==> config.mk <==
export PLATFORM = sky130hd
export DESIGN_NAME = cic3_decimator_r32_n2
export DESIGN_NICKNAME = d
export VERILOG_FILES = /design/src/sv/cic3_pkg.sv /design/src/sv/cic3_front.sv /design/src/sv/cic3_integ.sv /design/src/sv/cic3_comb.sv /design/src/sv/cic3_decimator_r32_n2.sv
export SDC_FILE = /design/constraint.sdc
export NUM_CORES = 1
export LEC_CHECK = 0
export ABC_AREA = 1
export BUFFER_PORTS_ARGS = -buffer_cell sky130_fd_sc_hd__clkbuf_2
export CAP_MARGIN = 30
export CORE_UTILIZATION = 40
export CTS_CLUSTER_DIAMETER = 50
export DETAILED_ROUTE_END_ITERATION = 8
export GPL_TIMING_DRIVEN = 0
export HOLD_SLACK_MARGIN = 0.05
export RECOVER_POWER = 50
export SLEW_MARGIN = 20
export SYNTH_ARGS = -nofsm -noshare
export SYNTH_HDL_FRONTEND = slang
export SYNTH_SLANG_ARGS = --single-unit
==> constraint.sdc <==
create_clock -name clk_i -period 7.4 [get_ports clk_i]
set_input_delay 1.48 -clock clk_i [delete_from_list [all_inputs] [get_ports clk_i]]
set_output_delay 1.48 -clock clk_i [all_outputs]
set_load 0.03 [all_outputs]
==> src/sv/cic3_pkg.sv <==
`timescale 1ns / 1ps
// ----------------------------------------------------------------------------
// cic3_pkg
// Shared constants and types of the third-order CIC decimator.
// ----------------------------------------------------------------------------
package cic3_pkg;

  localparam int SAMPLE_W   = 24;
  localparam int ACC_W      = 42;
  localparam int DECIMATION = 32;
  localparam int STAGES     = 3;
  localparam int DIFF_DELAY = 2;
  localparam int CNT_W      = $clog2(DECIMATION);

  localparam int CFG_W      = 8;
  localparam int PADDR_W    = 3;
  localparam int PDATA_W    = 32;
  localparam int REG_IDX_W  = PADDR_W - 2;

  localparam logic [REG_IDX_W-1:0] REG_STARTUP_DISCARD = '0;
  localparam logic [CFG_W-1:0]     STARTUP_RESET       = 8'd6;

  typedef logic [ACC_W-1:0] acc_t;

  // One decimated word handed from the integrator section to the comb section.
  typedef struct packed {
    logic valid;
    acc_t value;
  } dec_word_t;

endpackage

==> src/sv/cic3_front.sv <==
`timescale 1ns / 1ps
// ----------------------------------------------------------------------------
// cic3_front
// Configuration register, start-up discard counter and input register.
// ----------------------------------------------------------------------------
module cic3_front (
  input  logic                              clk_i,
  input  logic                              rst_ni,
  input  logic                              psel,
  input  logic                              penable,
  input  logic                              pwrite,
  input  logic [cic3_pkg::PADDR_W-1:0]      paddr,
  input  logic [cic3_pkg::PDATA_W-1:0]      pwdata,
  output logic [cic3_pkg::PDATA_W-1:0]      prdata,
  output logic                              pready,
  input  logic                              in_valid_i,
  output logic                              in_stall_o,
  input  logic signed [cic3_pkg::SAMPLE_W-1:0] sample_i,
  output logic                              a_valid_o,
  output logic [cic3_pkg::SAMPLE_W-1:0]     a_sample_o,
  input  logic                              integ_ready_i
);
  import cic3_pkg::*;

  logic                  a_vld_q, a_vld_d;
  logic [SAMPLE_W-1:0]   a_sample_q;
  logic [CFG_W-1:0]      startup_q, startup_d;
  logic [CFG_W-1:0]      discard_q, discard_d;
  logic [REG_IDX_W-1:0]  reg_idx;
  logic                  cfg_wr;
  logic                  accept;
  logic                  keep;

  assign reg_idx = paddr[PADDR_W-1:2];
  assign cfg_wr  = psel && penable && pwrite && (reg_idx == REG_STARTUP_DISCARD);
  assign pready  = 1'b1;
  assign prdata  = (reg_idx == REG_STARTUP_DISCARD) ?
                   {{(PDATA_W-CFG_W){1'b0}}, startup_q} : '0;

  assign in_stall_o = a_vld_q && !integ_ready_i;
  assign accept     = in_valid_i && !in_stall_o;
  // A sample taken during the discard phase never enters the filter.
  assign keep       = accept && (discard_q == '0);

  always_comb begin
    a_vld_d   = keep || (a_vld_q && !integ_ready_i);
    startup_d = startup_q;
    discard_d = discard_q;
    if (cfg_wr) begin
      startup_d = pwdata[CFG_W-1:0];
      discard_d = pwdata[CFG_W-1:0];
    end else if (accept && (discard_q != '0)) begin
      discard_d = discard_q - 1'b1;
    end
  end

  always_ff @(posedge clk_i or negedge rst_ni) begin
    if (!rst_ni) begin
      a_vld_q   <= 1'b0;
      startup_q <= STARTUP_RESET;
      discard_q <= STARTUP_RESET;
    end else begin
      a_vld_q   <= a_vld_d;
      startup_q <= startup_d;
      discard_q <= discard_d;
    end
  end

  always_ff @(posedge clk_i) begin
    if (keep) begin
      a_sample_q <= sample_i;
    end
  end

  assign a_valid_o  = a_vld_q;
  assign a_sample_o = a_sample_q;

endmodule

==> src/sv/cic3_integ.sv <==
`timescale 1ns / 1ps
// ----------------------------------------------------------------------------
// cic3_integ
// Integrator cascade and decimation counter with its output register.
// ----------------------------------------------------------------------------
module cic3_integ (
  input  logic                          clk_i,
  input  logic                          rst_ni,
  input  logic                          a_valid_i,
  input  logic [cic3_pkg::SAMPLE_W-1:0] a_sample_i,
  output logic                          ready_o,
  output cic3_pkg::dec_word_t           dec_o,
  input  logic                          comb_ready_i
);
  import cic3_pkg::*;

  acc_t              integ_q [STAGES];
  acc_t              integ_d [STAGES];
  acc_t              x;
  logic [CNT_W-1:0]  cnt_q, cnt_d;
  logic              b_vld_q, b_vld_d;
  acc_t              b_val_q;
  logic              adv;
  logic              hit;

  assign ready_o = !b_vld_q || comb_ready_i;
  assign adv     = a_valid_i && ready_o;
  assign hit     = (cnt_q == CNT_W'(DECIMATION - 1));

  always_comb begin
    x = {{(ACC_W-SAMPLE_W){a_sample_i[SAMPLE_W-1]}}, a_sample_i};
    for (int s = 0; s < STAGES; s++) begin
      integ_d[s] = integ_q[s] + x;
      x          = integ_d[s];
    end
    cnt_d   = hit ? '0 : cnt_q + 1'b1;
    b_vld_d = (adv && hit) || (b_vld_q && !comb_ready_i);
  end

  always_ff @(posedge clk_i or negedge rst_ni) begin
    if (!rst_ni) begin
      for (int s = 0; s < STAGES; s++) begin
        integ_q[s] <= '0;
      end
      cnt_q   <= '0;
      b_vld_q <= 1'b0;
    end else begin
      if (adv) begin
        for (int s = 0; s < STAGES; s++) begin
          integ_q[s] <= integ_d[s];
        end
        cnt_q <= cnt_d;
      end
      b_vld_q <= b_vld_d;
    end
  end

  always_ff @(posedge clk_i) begin
    if (adv && hit) begin
      b_val_q <= integ_d[STAGES-1];
    end
  end

  assign dec_o.valid = b_vld_q;
  assign dec_o.value = b_val_q;

endmodule

==> src/sv/cic3_comb.sv <==
`timescale 1ns / 1ps
// ----------------------------------------------------------------------------
// cic3_comb
// Comb cascade on the decimated stream and the result register.
// ----------------------------------------------------------------------------
module cic3_comb (
  input  logic                             clk_i,
  input  logic                             rst_ni,
  input  cic3_pkg::dec_word_t              dec_i,
  output logic                             ready_o,
  output logic                             out_valid_o,
  input  logic                             out_stall_i,
  output logic signed [cic3_pkg::ACC_W-1:0] filtered_o
);
  import cic3_pkg::*;

  acc_t  dly_q [STAGES][DIFF_DELAY];
  acc_t  stage_in [STAGES];
  acc_t  x;
  acc_t  res_q;
  logic  out_vld_q, out_vld_d;
  logic  take;

  assign ready_o = !out_vld_q || !out_stall_i;
  assign take    = dec_i.valid && ready_o;

  always_comb begin
    x = dec_i.value;
    for (int s = 0; s < STAGES; s++) begin
      stage_in[s] = x;
      x           = x - dly_q[s][DIFF_DELAY-1];
    end
    out_vld_d = take || (out_vld_q && out_stall_i);
  end

  always_ff @(posedge clk_i or negedge rst_ni) begin
    if (!rst_ni) begin
      for (int s = 0; s < STAGES; s++) begin
        for (int d = 0; d < DIFF_DELAY; d++) begin
          dly_q[s][d] <= '0;
        end
      end
      out_vld_q <= 1'b0;
    end else begin
      if (take) begin
        for (int s = 0; s < STAGES; s++) begin
          for (int d = 1; d < DIFF_DELAY; d++) begin
            dly_q[s][d] <= dly_q[s][d-1];
          end
          dly_q[s][0] <= stage_in[s];
        end
      end
      out_vld_q <= out_vld_d;
    end
  end

  always_ff @(posedge clk_i) begin
    if (take) begin
      res_q <= x;
    end
  end

  assign out_valid_o = out_vld_q;
  assign filtered_o  = res_q;

endmodule

==> src/sv/cic3_decimator_r32_n2.sv <==
`timescale 1ns / 1ps
// The last sample of a decimation block passes the input register, the integrator
// output register and the result register before the block's result is valid.
// Throughput: one sample per cycle while in_stall_o is low; the three chained 42-bit integrator adds set it.
// One result leaves for every 32 filtered samples.
// Reset clears all integrators, comb delays and the decimation count, and loads
// a start-up discard of six samples.
// ----------------------------------------------------------------------------
// cic3_decimator_r32_n2
// Third-order CIC decimator, rate 32, differential delay 2, gain 2^18.
// ----------------------------------------------------------------------------
module cic3_decimator_r32_n2 (
  input  logic                                 clk_i,
  input  logic                                 rst_ni,
  input  logic                                 psel,
  input  logic                                 penable,
  input  logic                                 pwrite,
  input  logic [cic3_pkg::PADDR_W-1:0]         paddr,
  input  logic [cic3_pkg::PDATA_W-1:0]         pwdata,
  output logic [cic3_pkg::PDATA_W-1:0]         prdata,
  output logic                                 pready,
  input  logic                                 in_valid_i,
  output logic                                 in_stall_o,
  input  logic signed [cic3_pkg::SAMPLE_W-1:0] sample_i,
  output logic                                 out_valid_o,
  input  logic                                 out_stall_i,
  output logic signed [cic3_pkg::ACC_W-1:0]    filtered_o
);
  import cic3_pkg::*;

  logic                a_valid;
  logic [SAMPLE_W-1:0] a_sample;
  logic                integ_ready;
  logic                comb_ready;
  dec_word_t           dec;

  cic3_front u_front (
    .clk_i         (clk_i),
    .rst_ni        (rst_ni),
    .psel          (psel),
    .penable       (penable),
    .pwrite        (pwrite),
    .paddr         (paddr),
    .pwdata        (pwdata),
    .prdata        (prdata),
    .pready        (pready),
    .in_valid_i    (in_valid_i),
    .in_stall_o    (in_stall_o),
    .sample_i      (sample_i),
    .a_valid_o     (a_valid),
    .a_sample_o    (a_sample),
    .integ_ready_i (integ_ready)
  );

  cic3_integ u_integ (
    .clk_i        (clk_i),
    .rst_ni       (rst_ni),
    .a_valid_i    (a_valid),
    .a_sample_i   (a_sample),
    .ready_o      (integ_ready),
    .dec_o        (dec),
    .comb_ready_i (comb_ready)
  );

  cic3_comb u_comb (
    .clk_i       (clk_i),
    .rst_ni      (rst_ni),
    .dec_i       (dec),
    .ready_o     (comb_ready),
    .out_valid_o (out_valid_o),
    .out_stall_i (out_stall_i),
    .filtered_o  (filtered_o)
  );

endmodule

==> impl_results.md <==
* Final net count at 5043
* DRC at 0
* Final non-filler cell total at 5925
* Largest net degree at the start of global routing at 90
* Leak at 18.77 nW
* Antenna viol nets, final at 0
* Crit. End Element: flip-flop
* Combinational power share at 0.480
* Max-cap violations at 2
* PwrDens at 359.8 mW/mm^2
* CTS Buf Count at 77
* Synth top area share at 0.2905
* Simple-gate share of the synthesized area at 0.2452
* Worst rel slew slack at -1.086
* Drt wl/cell at 16.98 um
* WL final at 100600 um
* Worst hold-check path type: reg -> reg
* GRT met1 Usage at 0.2471
* Status: finished, violations left
* Vias/cell at 4.936
* Critical Path RT at 7.80 ns
* Area contributors post-synth: dfrtp_1 29%, nand2_1 16%, edfxtp_1 9.5%
* Top Ports at 143
* Site Rows at 107
* Sw frac at 0.4356
* M2 GR Usage at 0.4459
* Syn-to-layout area delta at 13.82%
* FILL cells at 8707
* Input/output buffers at 90
* Synthesized instance count at 4516
* Crit Path Category: reg -> reg
* Clock latency on the worst-skew pair at 0.65 ns
* Synth cell types at 65
* Fmax at 140.9 MHz
* Cell taking the most area after synthesis: dfrtp_1
* Total track usage at 0.2339
* Clk sinks at 510
* Startpoint Class: flip-flop
* Max Transition Viols Final at 148
* Post-Synth Adder-Cell Area at 0.09547
* First-pass GRT wire length at 157800 um
* Die X at 294.8 um
* Post-synth EDFFs at 108
* DR vias at 29250
* Commonest register cell after synthesis: dfrtp_1
* Fin crit period at 7.099 ns
* Starting DRT DRC Count at 1700
* Unrepaired setup endpoints after global routing: false
* Post-synthesis mux area share at 0
* Crit path DAT at 7.50 ns
* Sw Pwr at 6.116 mW
* Final Cycle Share at 0.9593
* Core area at 0.08501 mm^2
* #FFs+latches synth at 510
* Die H at 294.8 um
* Ant diodes at 0
* Placer Congestion at 0.9490
* Sequential-to-total area share from yosys stat at 0.3881
* Main combinational cell family by area after synthesis: simple AND/OR/NAND/NOR gates
* Avg Inst Size Synth at 7.592 um^2
* Worst Setup Slack, final at 0.3012 ns
* Layout cells sized above 1 at 0.07111
* Setup-failing EPs final at 0
* Worst-Margin Slew at 3.129 ns
* Placed Cells at 5783
* CTS max path bufs at 3
* Worst stage delay on the critical path at 0.69 ns
* Grt met3 use at 0.02398
* CP max stage cell: nor4_1
* Vias in the first global route at 30220
* TritonCTS clock tree: done
* Full die area at 0.08689 mm^2
* Yosys warning count at 0
* Synth Area in XOR/XNOR at 0.05828
* GRT Residual Overflow at 0
* Clock transition at path regs at 0.06 ns
* Compound-cell area share of the yosys netlist at 0.1392
* Violated checks: capacitance limit, slew limit
* Flop pwr share at 0.256
* Crit Path Max Fanout at 6
* H-tree Lvls at 3
* Synth Cell Area at 0.03429 mm^2
* Ys async rst share at 0.7882
* Peak VDD IR at 0.1918 mV
* Power share of the clock group at 0.264
* Internal power at 7.925 mW
* Setup slack after placement at 0.03301 ns
* Root Driver: clkbuf_16
* Initial antenna violation count at 0
* Setup Skew at 0.04402 ns
* Final Hold Viols at 0
* Starting Density at 0.4033
* Hold buffers post-CTS at 0
* Detail Placement HPWL at 82010 um
* First-pass DRT Iterations at 5
* GRT Max-Usage Layer: met2
==> final timing paths <==
check                              startpoint               endpoint  slack, ns  depth (start not counted)
max in group asynchronous              rst_ni        u_comb.dly_q[4]       1.26                          5
min in group asynchronous              rst_ni   u_integ.integ_q[120]       1.85                          1
max                        u_integ.b_val_q[0]  u_comb.filtered_o[41]       0.30                         30
min                         u_comb.dly_q[231]      u_comb.dly_q[189]       0.44                          2
max reg2reg                u_integ.b_val_q[0]  u_comb.filtered_o[41]       0.30                         30
min reg2reg                 u_comb.dly_q[231]      u_comb.dly_q[189]       0.44                          2
==> layer usage <==
metal  routed length (um)  up-vias  part of all wire
met4                 6174        0             0.061
met3                 2138      244             0.021
met2                52500      447              0.52
li1                     -    15140                 -
met5                    0        -                 0
met1                39780    13420              0.40
==> cells in the mapped netlist, drive strengths merged, types with 6 or more instances <==
| library cell | number |
|---|---|
| or2 | 6 |
| xnor2 | 65 |
| a21oi | 289 |
| nor2 | 338 |
| edfxtp | 108 |
| nor4 | 19 |
| nand3 | 125 |
| nand3b | 10 |
| and3 | 7 |
| nand2 | 1471 |
| clkbuf | 71 |
| nor3 | 55 |
| inv | 529 |
| buf | 45 |
| a31oi | 65 |
| o21ai | 301 |
| fa | 6 |
| o21bai | 20 |
| a21o | 38 |
| nand4 | 26 |
| o211ai | 13 |
| o221ai | 9 |
| xor2 | 158 |
| o2111ai | 7 |
| and2 | 14 |
| a21boi | 16 |
| ha | 252 |
| a221oi | 7 |
| dfrtp | 398 |
| o21a | 22 |
==> cell families after synthesis <==
kind of cell | Yosys count
flops | 510
other cells | 2
xor+xnor | 223
fa+ha+maj | 258
compound gates | 806
simple gates | 2072
buf+inv | 645
==> stage by stage <==
stage          area, um^2  setup TNS, ns  utilization  total power [mW]  hold WS (ns)
6_report            39020              0       0.4590             14.04        0.4379
5_1_grt             39020              0       0.4590             15.03        0.4814
4_1_cts             39140              0       0.4604             14.11        0.4341
3_5_place_dp        36480              0       0.4291             10.33        0.4584
3_3_place_gp        36250       -1729.67       0.4264             10.31        0.4533
2_1_floorplan       34370              0            -             8.442        0.4422
==> sequential cells by signal (all words and copies together) (netlist names) <==
name                count
u_comb.dly_q          252
u_integ.b_vld_q         1
u_front.discard_q       8
u_comb.out_valid_o      1
u_comb.filtered_o      42
u_front.startup_q       8
u_integ.integ_q       126
u_integ.b_val_q        42
u_front.a_valid_o       1
u_integ.cnt_q           5
u_front.a_sample_o     24
==> power by group through the flow <==
| stage | Sequential, mW | Clock (mW) | Combinational, mW |
|---|---|---|---|
| floorplan | 3.60 | 0 | 4.84 |
| global placement | 3.63 | 0 | 6.68 |
| detailed placement | 3.64 | 0 | 6.69 |
| CTS | 3.59 | 3.80 | 6.72 |
| global route | 3.63 | 3.91 | 7.49 |
| finish | 3.59 | 3.70 | 6.75 |
==> final cells by class <==
class                      count  area (um^2)  share of cell area
buffer                       116        540.5             0.01385
inverter                     529         1986             0.05088
multi-input combinational   3384        18540              0.4751
sequential                   510        13310              0.3410
clock inverter                51        623.1             0.01597
timing repair buffer         101        570.5             0.01462
tap                         1144         1431             0.03668
clock buffer                  90         2026             0.05191
==> repair_timing <==
action | 4_1_cts | 5_1_grt
pin swaps | 0 | 0
setup buffers | 1 | 0
resized for setup | 0 | 5
endpoints found under the setup margin | 1 | 7
==> worst max-delay path, delay by kind of cell (launching register included) <==
kind / cells / cell delay, ns
AOI/OAI and AO/OA: 5 / 1.14
adders and majority gates: 4 / 1.49
and+or+nand+nor: 14 / 2.85
buffers and inverters: 4 / 0.45
xor gates and xnor gates: 3 / 0.58
DFF: 1 / 0.37
==> layout by cell type (no fill, tap or decap), types with 24 or more instances in the layout <==
master,synthesis,routed
nor3_1,53,53
o21ai_0,262,265
xnor2_1,65,65
ha_1,252,252
a21o_1,37,37
inv_1,513,514
o21ai_1,27,26
nor2_1,331,330
nand2_2,25,24
buf_4,25,26
a31oi_1,65,65
nand2_1,1446,1447
dfrtp_1,398,398
clkbuf_2,0,46
a21oi_1,263,267
clkbuf_1,71,126
nand4_1,25,25
edfxtp_1,108,108
xor2_1,152,153
nand3_1,116,115
conb_1,2,25
clkbuf_16,0,77
Power figures use the tool's default switching activity.
